==> src/sv/round_robin_dma_slot_allocator_core_defines.svh <==
// Assertion macros for the round robin DMA slot allocator.
// Used by the top level; expects clk_i and rst_ni in the including scope.
`ifndef ROUND_ROBIN_DMA_SLOT_ALLOCATOR_CORE_DEFINES_SVH
`define ROUND_ROBIN_DMA_SLOT_ALLOCATOR_CORE_DEFINES_SVH

`ifndef SYNTH

`define RRDSA_ASSERT(lbl, prop) \
  lbl: assert property (@(posedge clk_i) disable iff (!rst_ni) prop) \
    else $error("assertion failed");

`define RRDSA_ASSERT_MSG(lbl, prop, msg) \
  lbl: assert property (@(posedge clk_i) disable iff (!rst_ni) prop) \
    else $error(msg);

`else

`define RRDSA_ASSERT(lbl, prop)

`define RRDSA_ASSERT_MSG(lbl, prop, msg)

`endif

`endif

==> src/sv/rrdsa_pkg.sv <==
// Shared types and constants of the round robin DMA slot allocator.
// No dependencies.
package rrdsa_pkg;

  localparam int unsigned SLOTS_DEF      = 32;
  localparam int unsigned SLOT_W         = 5;
  localparam int unsigned SLOT_FIELD_MAX = 32;

  localparam logic OP_ALLOC   = 1'b0;
  localparam logic OP_RELEASE = 1'b1;

  typedef struct packed {
    logic              op;
    logic [SLOT_W-1:0] release_slot;
  } req_t;

  typedef struct packed {
    logic [SLOT_W-1:0] granted_slot;
    logic              granted;
  } rsp_t;

  // Update command from the sequencer to the slot map.
  typedef struct packed {
    logic              set;
    logic              clr;
    logic [SLOT_W-1:0] idx;
  } map_cmd_t;

endpackage

==> src/sv/round_robin_dma_slot_allocator_core.sv <==
// Top level of the round robin DMA slot allocator: command port, scan sequencer.
// Depends on rrdsa_pkg, rrdsa_slot_map and the assertion macro header.

// Hands out DMA buffer slots from a busy bitmap in round robin order. Raise
// start with an item on req_i while busy is low; the item is taken at that
// edge. A release clears the named slot's busy bit and reports granted, or
// reports not granted when the index is not below the slot count; its result
// appears in the cycle after the item is taken and busy stays low, so a new
// item may follow at once. An allocate probes one slot per cycle through a
// single bit test, starting just after the last granted slot and wrapping at
// the slot count. It holds busy high while it probes (1 slot up to the slot
// count) and shows its result in the cycle after the last probe; a full map
// probes every slot and answers not granted with granted_slot zero, leaving
// state untouched. Every result stands on rsp_o for exactly one cycle under
// done_o; the receiver cannot stall it, so capture it in that cycle. SLOTS
// above 32 serves 32 slots.
`include "round_robin_dma_slot_allocator_core_defines.svh"

module round_robin_dma_slot_allocator_core #(
  parameter int unsigned SLOTS = rrdsa_pkg::SLOTS_DEF
) (
  input  logic            clk_i,
  input  logic            rst_ni,
  input  logic            start,
  output logic            busy,
  input  rrdsa_pkg::req_t req_i,
  output logic            done_o,
  output rrdsa_pkg::rsp_t rsp_o
);
  import rrdsa_pkg::*;

  // Effective slot count: at least 2, clamped to the range the slot field can address.
  localparam int unsigned N =
    (SLOTS > SLOT_FIELD_MAX) ? SLOT_FIELD_MAX : ((SLOTS < 2) ? 2 : SLOTS);
  localparam int unsigned CNT_W = $clog2(N);

  localparam logic [SLOT_W:0]   NUM_SLOTS = (SLOT_W + 1)'(N);
  localparam logic [SLOT_W-1:0] LAST_SLOT = SLOT_W'(N - 1);
  localparam logic [CNT_W-1:0]  LAST_CNT  = CNT_W'(N - 1);

  typedef enum logic {
    S_IDLE,
    S_SCAN
  } state_e;

  state_e            state_q, state_d;
  logic [SLOT_W-1:0] cand_q, cand_d;
  logic [CNT_W-1:0]  cnt_q, cnt_d;
  logic              done_q, done_d;
  rsp_t              rsp_q, rsp_d;

  map_cmd_t          map_cmd;
  logic              cand_busy;
  logic [SLOT_W-1:0] last_grant;
  logic              accept;

  rrdsa_slot_map #(
    .N (N)
  ) u_map (
    .clk_i        (clk_i),
    .rst_ni       (rst_ni),
    .cmd_i        (map_cmd),
    .rd_idx_i     (cand_q),
    .rd_busy_o    (cand_busy),
    .last_grant_o (last_grant)
  );

  assign accept = start && !busy;

  always_comb begin
    state_d = state_q;
    cand_d  = cand_q;
    cnt_d   = cnt_q;
    done_d  = 1'b0;
    rsp_d   = '0;
    map_cmd = '0;

    unique case (state_q)
      S_IDLE: begin
        if (accept) begin
          if (req_i.op == OP_RELEASE) begin
            // Clear, never toggle; drop indexes at or beyond the slot count.
            if ({1'b0, req_i.release_slot} < NUM_SLOTS) begin
              map_cmd.clr   = 1'b1;
              map_cmd.idx   = req_i.release_slot;
              rsp_d.granted = 1'b1;
            end
            done_d = 1'b1;
          end else begin
            // Start just after the last grant, wrapping at the last slot.
            cand_d  = (last_grant >= LAST_SLOT) ? '0 : last_grant + SLOT_W'(1);
            cnt_d   = '0;
            state_d = S_SCAN;
          end
        end
      end
      S_SCAN: begin
        if (!cand_busy) begin
          // Take the free slot and record it as the last grant.
          map_cmd.set        = 1'b1;
          map_cmd.idx        = cand_q;
          rsp_d.granted      = 1'b1;
          rsp_d.granted_slot = cand_q;
          done_d             = 1'b1;
          state_d            = S_IDLE;
        end else if (cnt_q == LAST_CNT) begin
          // Every slot probed busy: answer not granted, keep state.
          done_d  = 1'b1;
          state_d = S_IDLE;
        end else begin
          cand_d = (cand_q == LAST_SLOT) ? '0 : cand_q + SLOT_W'(1);
          cnt_d  = cnt_q + CNT_W'(1);
        end
      end
      default: state_d = S_IDLE;
    endcase
  end

  always_ff @(posedge clk_i or negedge rst_ni) begin
    if (!rst_ni) begin
      state_q <= S_IDLE;
      cand_q  <= '0;
      cnt_q   <= '0;
      done_q  <= 1'b0;
      rsp_q   <= '0;
    end else begin
      state_q <= state_d;
      cand_q  <= cand_d;
      cnt_q   <= cnt_d;
      done_q  <= done_d;
      rsp_q   <= rsp_d;
    end
  end

  assign busy   = (state_q == S_SCAN);
  assign done_o = done_q;
  assign rsp_o  = rsp_q;

  // A taken item either starts a scan or reports in the next cycle.
  `RRDSA_ASSERT_MSG(a_accept_progress, accept |=> (busy || done_o), "item not handled")
  // A result always closes the work, so the port is free again.
  `RRDSA_ASSERT_MSG(a_done_idle, done_o |-> !busy, "result shown while still scanning")
  // A granted slot lies inside the served range.
  `RRDSA_ASSERT(a_slot_range, done_o |-> ({1'b0, rsp_o.granted_slot} < NUM_SLOTS))
  // A refusal carries slot zero.
  `RRDSA_ASSERT(a_refuse_zero, (done_o && !rsp_o.granted) |-> (rsp_o.granted_slot == '0))

endmodule

==> src/sv/rrdsa_slot_map.sv <==
// Busy bitmap and last grant register of the slot allocator.
// Depends on rrdsa_pkg.
module rrdsa_slot_map #(
  parameter int unsigned N = rrdsa_pkg::SLOT_FIELD_MAX
) (
  input  logic                         clk_i,
  input  logic                         rst_ni,
  input  rrdsa_pkg::map_cmd_t          cmd_i,
  input  logic [rrdsa_pkg::SLOT_W-1:0] rd_idx_i,
  output logic                         rd_busy_o,
  output logic [rrdsa_pkg::SLOT_W-1:0] last_grant_o
);
  import rrdsa_pkg::*;

  localparam int unsigned IDX_W = $clog2(N);

  logic [N-1:0]      busy_map_q, busy_map_d;
  logic [SLOT_W-1:0] last_grant_q, last_grant_d;

  always_comb begin
    busy_map_d   = busy_map_q;
    last_grant_d = last_grant_q;
    if (cmd_i.set) begin
      busy_map_d[cmd_i.idx[IDX_W-1:0]] = 1'b1;
      last_grant_d                     = cmd_i.idx;
    end else if (cmd_i.clr) begin
      busy_map_d[cmd_i.idx[IDX_W-1:0]] = 1'b0;
    end
  end

  always_ff @(posedge clk_i or negedge rst_ni) begin
    if (!rst_ni) begin
      busy_map_q   <= '0;
      last_grant_q <= SLOT_W'(N - 1);
    end else begin
      busy_map_q   <= busy_map_d;
      last_grant_q <= last_grant_d;
    end
  end

  assign rd_busy_o    = busy_map_q[rd_idx_i[IDX_W-1:0]];
  assign last_grant_o = last_grant_q;

endmodule

==> config.mk <==
export PLATFORM = sky130hd
export DESIGN_NAME = round_robin_dma_slot_allocator_core
export DESIGN_NICKNAME = d
export VERILOG_FILES = /design/src/sv/rrdsa_pkg.sv /design/src/sv/round_robin_dma_slot_allocator_core.sv /design/src/sv/rrdsa_slot_map.sv
export VERILOG_INCLUDE_DIRS = /design/src /design/src/sv
export SDC_FILE = /design/constraint.sdc
export NUM_CORES = 1
export LEC_CHECK = 0
export BUFFER_PORTS_ARGS = -buffer_cell sky130_fd_sc_hd__buf_4
export CORE_UTILIZATION = 51
export CTS_CLUSTER_SIZE = 14
export DETAILED_ROUTE_END_ITERATION = 7
export HOLD_SLACK_MARGIN = 0.02
export PLACE_DENSITY = 0.66
export SYNTH_ARGS = -nofsm -noshare
export SYNTH_HDL_FRONTEND = slang
export SYNTH_SLANG_ARGS = --single-unit
==> constraint.sdc <==
create_clock -name clk_i -period 7.36 [get_ports clk_i]
set_input_delay 1.472 -clock clk_i [delete_from_list [all_inputs] [get_ports clk_i]]
set_output_delay 1.472 -clock clk_i [all_outputs]
set_load 0.01 [all_outputs]
## Word level (Yosys, flattened, before mapping)

Index checks and enable logic that the tools add are counted.

| operators by class | value |
|---|---|
| add/sub/neg operators | 3 |
| magnitude comparators | 4 |
| eq/ne operators | 6 |
| multiplexer cells | 38 |
| bitwise operators | 4 |
| reductions and logical operators | 5 |

Operator list:

| kind | number |
|---|---|
| 2-to-1 mux 32 bit | 2 |
| 2-to-1 mux 5 bit | 12 |
| AND 32 bit | 1 |
| NOT 32 bit | 1 |
| OR 32 bit | 1 |
| case mux 5 bit (2 select lines) | 3 |
| 2-to-1 mux 6 bit | 3 |
| adder 5 x 1 -> 5 bit, second input constant | 3 |
| 2-to-1 mux 1 bit | 13 |
| less-than comparator 5 x 6 -> 1 bit, second input constant | 2 |
| equality test 5 bit, second input constant | 2 |
| != test 2 bit, second input constant | 3 |
| case mux 1 bit (2 select lines) | 3 |
| binary-select mux 1 bit (select 5 bit) | 1 |
| demux 1 bit (select 5 bit) | 1 |
| greater-or-equal comparator 5 x 1 -> 1 bit, second input constant | 1 |
| greater-or-equal comparator 5 bit, second input constant | 1 |
| AND reduction 4 bit | 1 |
| logical AND 1 bit | 2 |
| != test 2 x 1 -> 1 bit, second input constant | 1 |
| nonzero test 2 bit | 1 |
| logical NOT 1 bit | 1 |
| NOT 1 bit | 1 |

| storage, ports and cells | value |
|---|---|
| bits in registers | 55 |
| bits of input ports | 9 |
| output and inout bits | 8 |
| logic and storage cells | 68 |

## Longest topological paths before layout

| logic depth | value |
|---|---|
| word-level depth | 12 |
| mapped depth | 12 |
| depth with buffers taken out | 8 |

## Cells and area by module

Synthesis repeated with hierarchy kept, for this count alone.

| second synthesis, totals | value |
|---|---|
| cells, all modules | 254 |
| area, all modules | 2894.0 µm² |

By module, submodules not included:

| module | instances | cells an instance | area an instance (µm²) | seq. area each (µm²) |
|---|---|---|---|---|
| rrdsa_slot_map | 1 | 170 | 1935.6 | 932.1 |
| round_robin_dma_slot_allocator_core | 1 | 84 | 958.4 | 450.4 |

## Least setup slack after synthesis

Ideal clock, no wire load.

| timing | value |
|---|---|
| kind | input-to-reg |
| from | input req_i[5] (netlist bit) |
| to | register (tool-made name) |
| setup time | 0.135 ns |
| data arrival time | 2.888 ns |
| required time | 7.225 ns |
| setup slack | 4.337 ns |
| stages on the path | 7 |
| path buffers | 2 |
| cell sequence | and3b_1 clkbuf_1 a32o_1 buf_2 nand3_1 o21ai_0 o31ai_1 |

RTL lines:

| item | RTL line | text |
|---|---|---|
| start: declaration | round_robin_dma_slot_allocator_core.sv:26 | `input rrdsa_pkg::req_t req_i,` |

==> run summary <==
After detailed routing, the number of vias per cell comes to 6.14. The number of max-slew violations in the final report was 0; the tightest slew margin relative to the limit was 31.4%. Traced cell by cell, the critical path runs through mux4_1, a311oi_1, a22o_1, and2_4, nand2_1, or2_0, o41ai_1. The routed design could run at a clock period as short as 3.73 ns. In this run, synthesis produced a sequential element count of 55.

The internal power came out at 0.000690 W. The achievable clock frequency was 0.268 GHz. Power comes to 0.00119 W.

The logs give 0.199 mV for the maximum resistive drop on vdd and 0 for the initial antenna violation count. The final-layout setup total negative slack was 0 ns; the final HPWL from detailed placement was 4140 um. In this run the worst hold path is classified as flip-flop to flip-flop. The worst path meets setup with 3.63 ns of slack. The clock drives 55 sinks.

For the max-cap violation count, the log shows 0. The run finished with clean final reports. The final RePlAce weighted congestion was 0.827. The startpoint type of the worst setup path is a flip-flop. In this design, the stage delay of the slowest critical-path cell is 1.03 ns. The H-tree generated during clock tree synthesis spans 2 levels. The tools report the total of cells resized after clock tree synthesis as 0. The synthesized design contains 0 enable-type register cells. The share of async-settable or async-resettable flops after synthesis was 100%; the sequential cell fraction of total power was 44.1%. The worst path uses 50.7% of the clock period. The number of optimization iterations in the first detailed-route pass is 4. Leaving out fill and tap cells, the most frequent cell in the layout is sky130_fd_sc_hd__dfrtp_1. The buffer type at the clock tree root was sky130_fd_sc_hd__clkbuf_8. For this run, the number of Yosys warnings is 0. Data arrives at the worst endpoint at 3.94 ns.

Counting the buffers created by CTS gives 5. The run gives 17 as the number of I/O pins. After detailed routing, the average wire length per cell comes to 17.9 um. The source-to-sink clock delay at the later pin of the worst-skew pair came out at 0.31 ns. Setup violations remaining at the end of the flow were counted as 0. The initial standard-cell utilization of the core is 53.2%, and the final routed DRC violation total is 0. The tools report the setup slack after placement as 3.60 ns.

The wire length of the first global-routing pass was 10400 um; the maximum buffer depth of the clock tree was 2. The run gives 56.6% as the end-of-flow core utilization. The logs give 0.000500 W for the net switching power and 0 for the count of hold buffers inserted by post-cts repair. The largest net degree at the start of global routing was 56; the required time reported for the critical path endpoint was 7.56 ns.

In this run the post-CTS setup repair buffer count came out at 0. Together, buffers and inverters on the worst path number 0. After synthesis the cells add up to 2950 um2. Clock-pin slew was measured on the worst setup and hold paths at 0.09 ns. The floorplan step set the die width to 78.0 um. The number of nets handed over by synthesis was 281. Each instance of the synthesized netlist takes up on average 11.1 um2. The detailed router placed 2107 vias in this run.

At the end of the flow, the number of nets in the layout was 285. Summed over all layers, the global routing overflow is 0. Largest delay contributor family on the critical path: compound AO/OA/AOI/OAI gates.

The die covers 6090 um2. The worst setup path is of the flip-flop to flip-flop kind. The final wirelength is 6140 um. The number of design-rule violations left by the first detailed-router iteration was 155; the leakage component of the power was 1.44 nW.

The number of antenna diodes in the final layout is 0. In this run, distinct cell masters in the synthesized netlist total 54. Power spread over the standard cell area amounts to 380 nW/um2. The share of cells above drive strength 1 came out at 18.5%.

The combinational share of power was 40.7%. TritonCTS built the clock tree. Post-synthesis sequential area ratio: 46.9%.

Setup repair after global routing left no endpoint under its margin. The number of failing hold endpoints at the final stage was 0. The initialized floorplan defines 27 standard-cell rows. The switching share of power came out at 42.0%. The prevailing post-synth register cell was sky130_fd_sc_hd__dfrtp_1. The worst setup path is captured at a flip-flop.

In the layout the commonest cells are 50 x sky130_fd_sc_hd__dfrtp_1, 28 x sky130_fd_sc_hd__o21ai_0, 18 x sky130_fd_sc_hd__o31ai_1. The floorplan step defined a core boundary enclosing 5540 um2. The part of the power in the clock network was 15.2%; the final setup skew was 0.00441 ns. The transition time of the tightest slew-check pin was 1.03 ns.

Compared with the post-synthesis result, the final layout area differs by 6.37%. The logs give 22.5% for the global-route usage over all layers and 0 for the number of nets with antenna violations after detailed routing. The count of mapped cells out of synthesis is 266, and the chip height is 78.0 um.

The run gives 2008 as the via count of the first global-routing pass. Of all nets on the critical path, the largest fanout is 21. The tools report the total of fill cells in the finished design as 487. For this design, the slowest cell found on the critical path is sky130_fd_sc_hd__dfrtp_1. The port buffer count was 16.
## logic make-up (layout without fill, tap and decap cells)
group,count (synthesis),count (layout),share of synthesized area (%)
adder cells (fa/ha/maj),6,6,2.55
multiplexers,24,24,9.98
XOR/XNOR,3,3,0.892
buffers and inverters,21,26,4.42
AO/OA/AOI/OAI,84,84,21.2
flip-flops,55,55,46.9
AND/OR/NAND/NOR,73,73,14.0
## cell usage after synthesis, types with 5 or more instances
master,n,area (um2)
sky130_fd_sc_hd__dfrtp_1,50,1250
sky130_fd_sc_hd__o21ai_0,28,140
sky130_fd_sc_hd__o31ai_1,18,135
sky130_fd_sc_hd__nor2_1,12,45.0
sky130_fd_sc_hd__mux2i_1,11,110
sky130_fd_sc_hd__nand2_1,11,41.3
sky130_fd_sc_hd__nand3_1,9,45.0
sky130_fd_sc_hd__and3_1,8,50.1
sky130_fd_sc_hd__nor3_1,8,40.0
sky130_fd_sc_hd__a21oi_1,7,35.0
sky130_fd_sc_hd__buf_2,7,35.0
sky130_fd_sc_hd__clkbuf_1,7,26.3
sky130_fd_sc_hd__a21o_1,6,45.0
sky130_fd_sc_hd__ha_1,6,75.1
sky130_fd_sc_hd__dfstp_2,5,131
sky130_fd_sc_hd__mux2_1,5,56.3
sky130_fd_sc_hd__mux2_2,5,56.3
sky130_fd_sc_hd__nand3b_1,5,37.5
## stage by stage
step,hold slack [ns],instance area (um2),instances
final,0.494,3130,343
after global routing,0.524,3130,343
after CTS,0.495,3130,343
after detailed placement,0.473,3030,335
after global placement,0.465,3030,335
after floorplan,0.450,2950,266
## final cells by class
cell class	instances	area, um2	share of cell area (%)
multi-input cells	190	1430	45.7
well taps	72	90.1	2.87
clock buffers	8	100	3.19
repair buffers	16	120	3.83
flip-flops and latches	55	1380	44.1
inverters	2	7.51	0.240
## power groups by stage
stage / sequential (W) / combinational [W] / clock [W]
after global routing: 0.000544 / 0.000539 / 0.000198
after global placement: 0.000529 / 0.000478 / 0
after CTS: 0.000526 / 0.000485 / 0.000184
after detailed placement: 0.000531 / 0.000484 / 0
after floorplan: 0.000463 / 0.000450 / 0
final: 0.000525 / 0.000484 / 0.000180
## path summary, 6_finish.rpt
| check | start | slack [ns] | depth (start not counted) | end |
|---|---|---|---|---|
| setup / recovery | cand_q[0]$_DFFE_PN0P_ | 3.63 | 7 | flip-flop |
| hold / removal | flip-flop | 0.49 | 1 | flip-flop |
| setup reg to reg | cand_q[0]$_DFFE_PN0P_ | 3.63 | 7 | flip-flop |
| hold reg to reg | flip-flop | 0.49 | 1 | flip-flop |
| max in group asynchronous | rst_ni | 5.69 | 1 | async pin |
| min in group asynchronous | rst_ni | 1.18 | 1 | cnt_q[3]$_DFFE_PN0P_ |
## routing by layer
metal  GRT usage [%]  up-vias  routed length [um]
met3            4.53        9                 273
li1                -     1011                   -
met4            7.78        0                 113
met1            33.3     1041                3100
met5               0        -                   0
met2            32.8       46                2650
No activity file was read; power rests on OpenSTA's default activity.
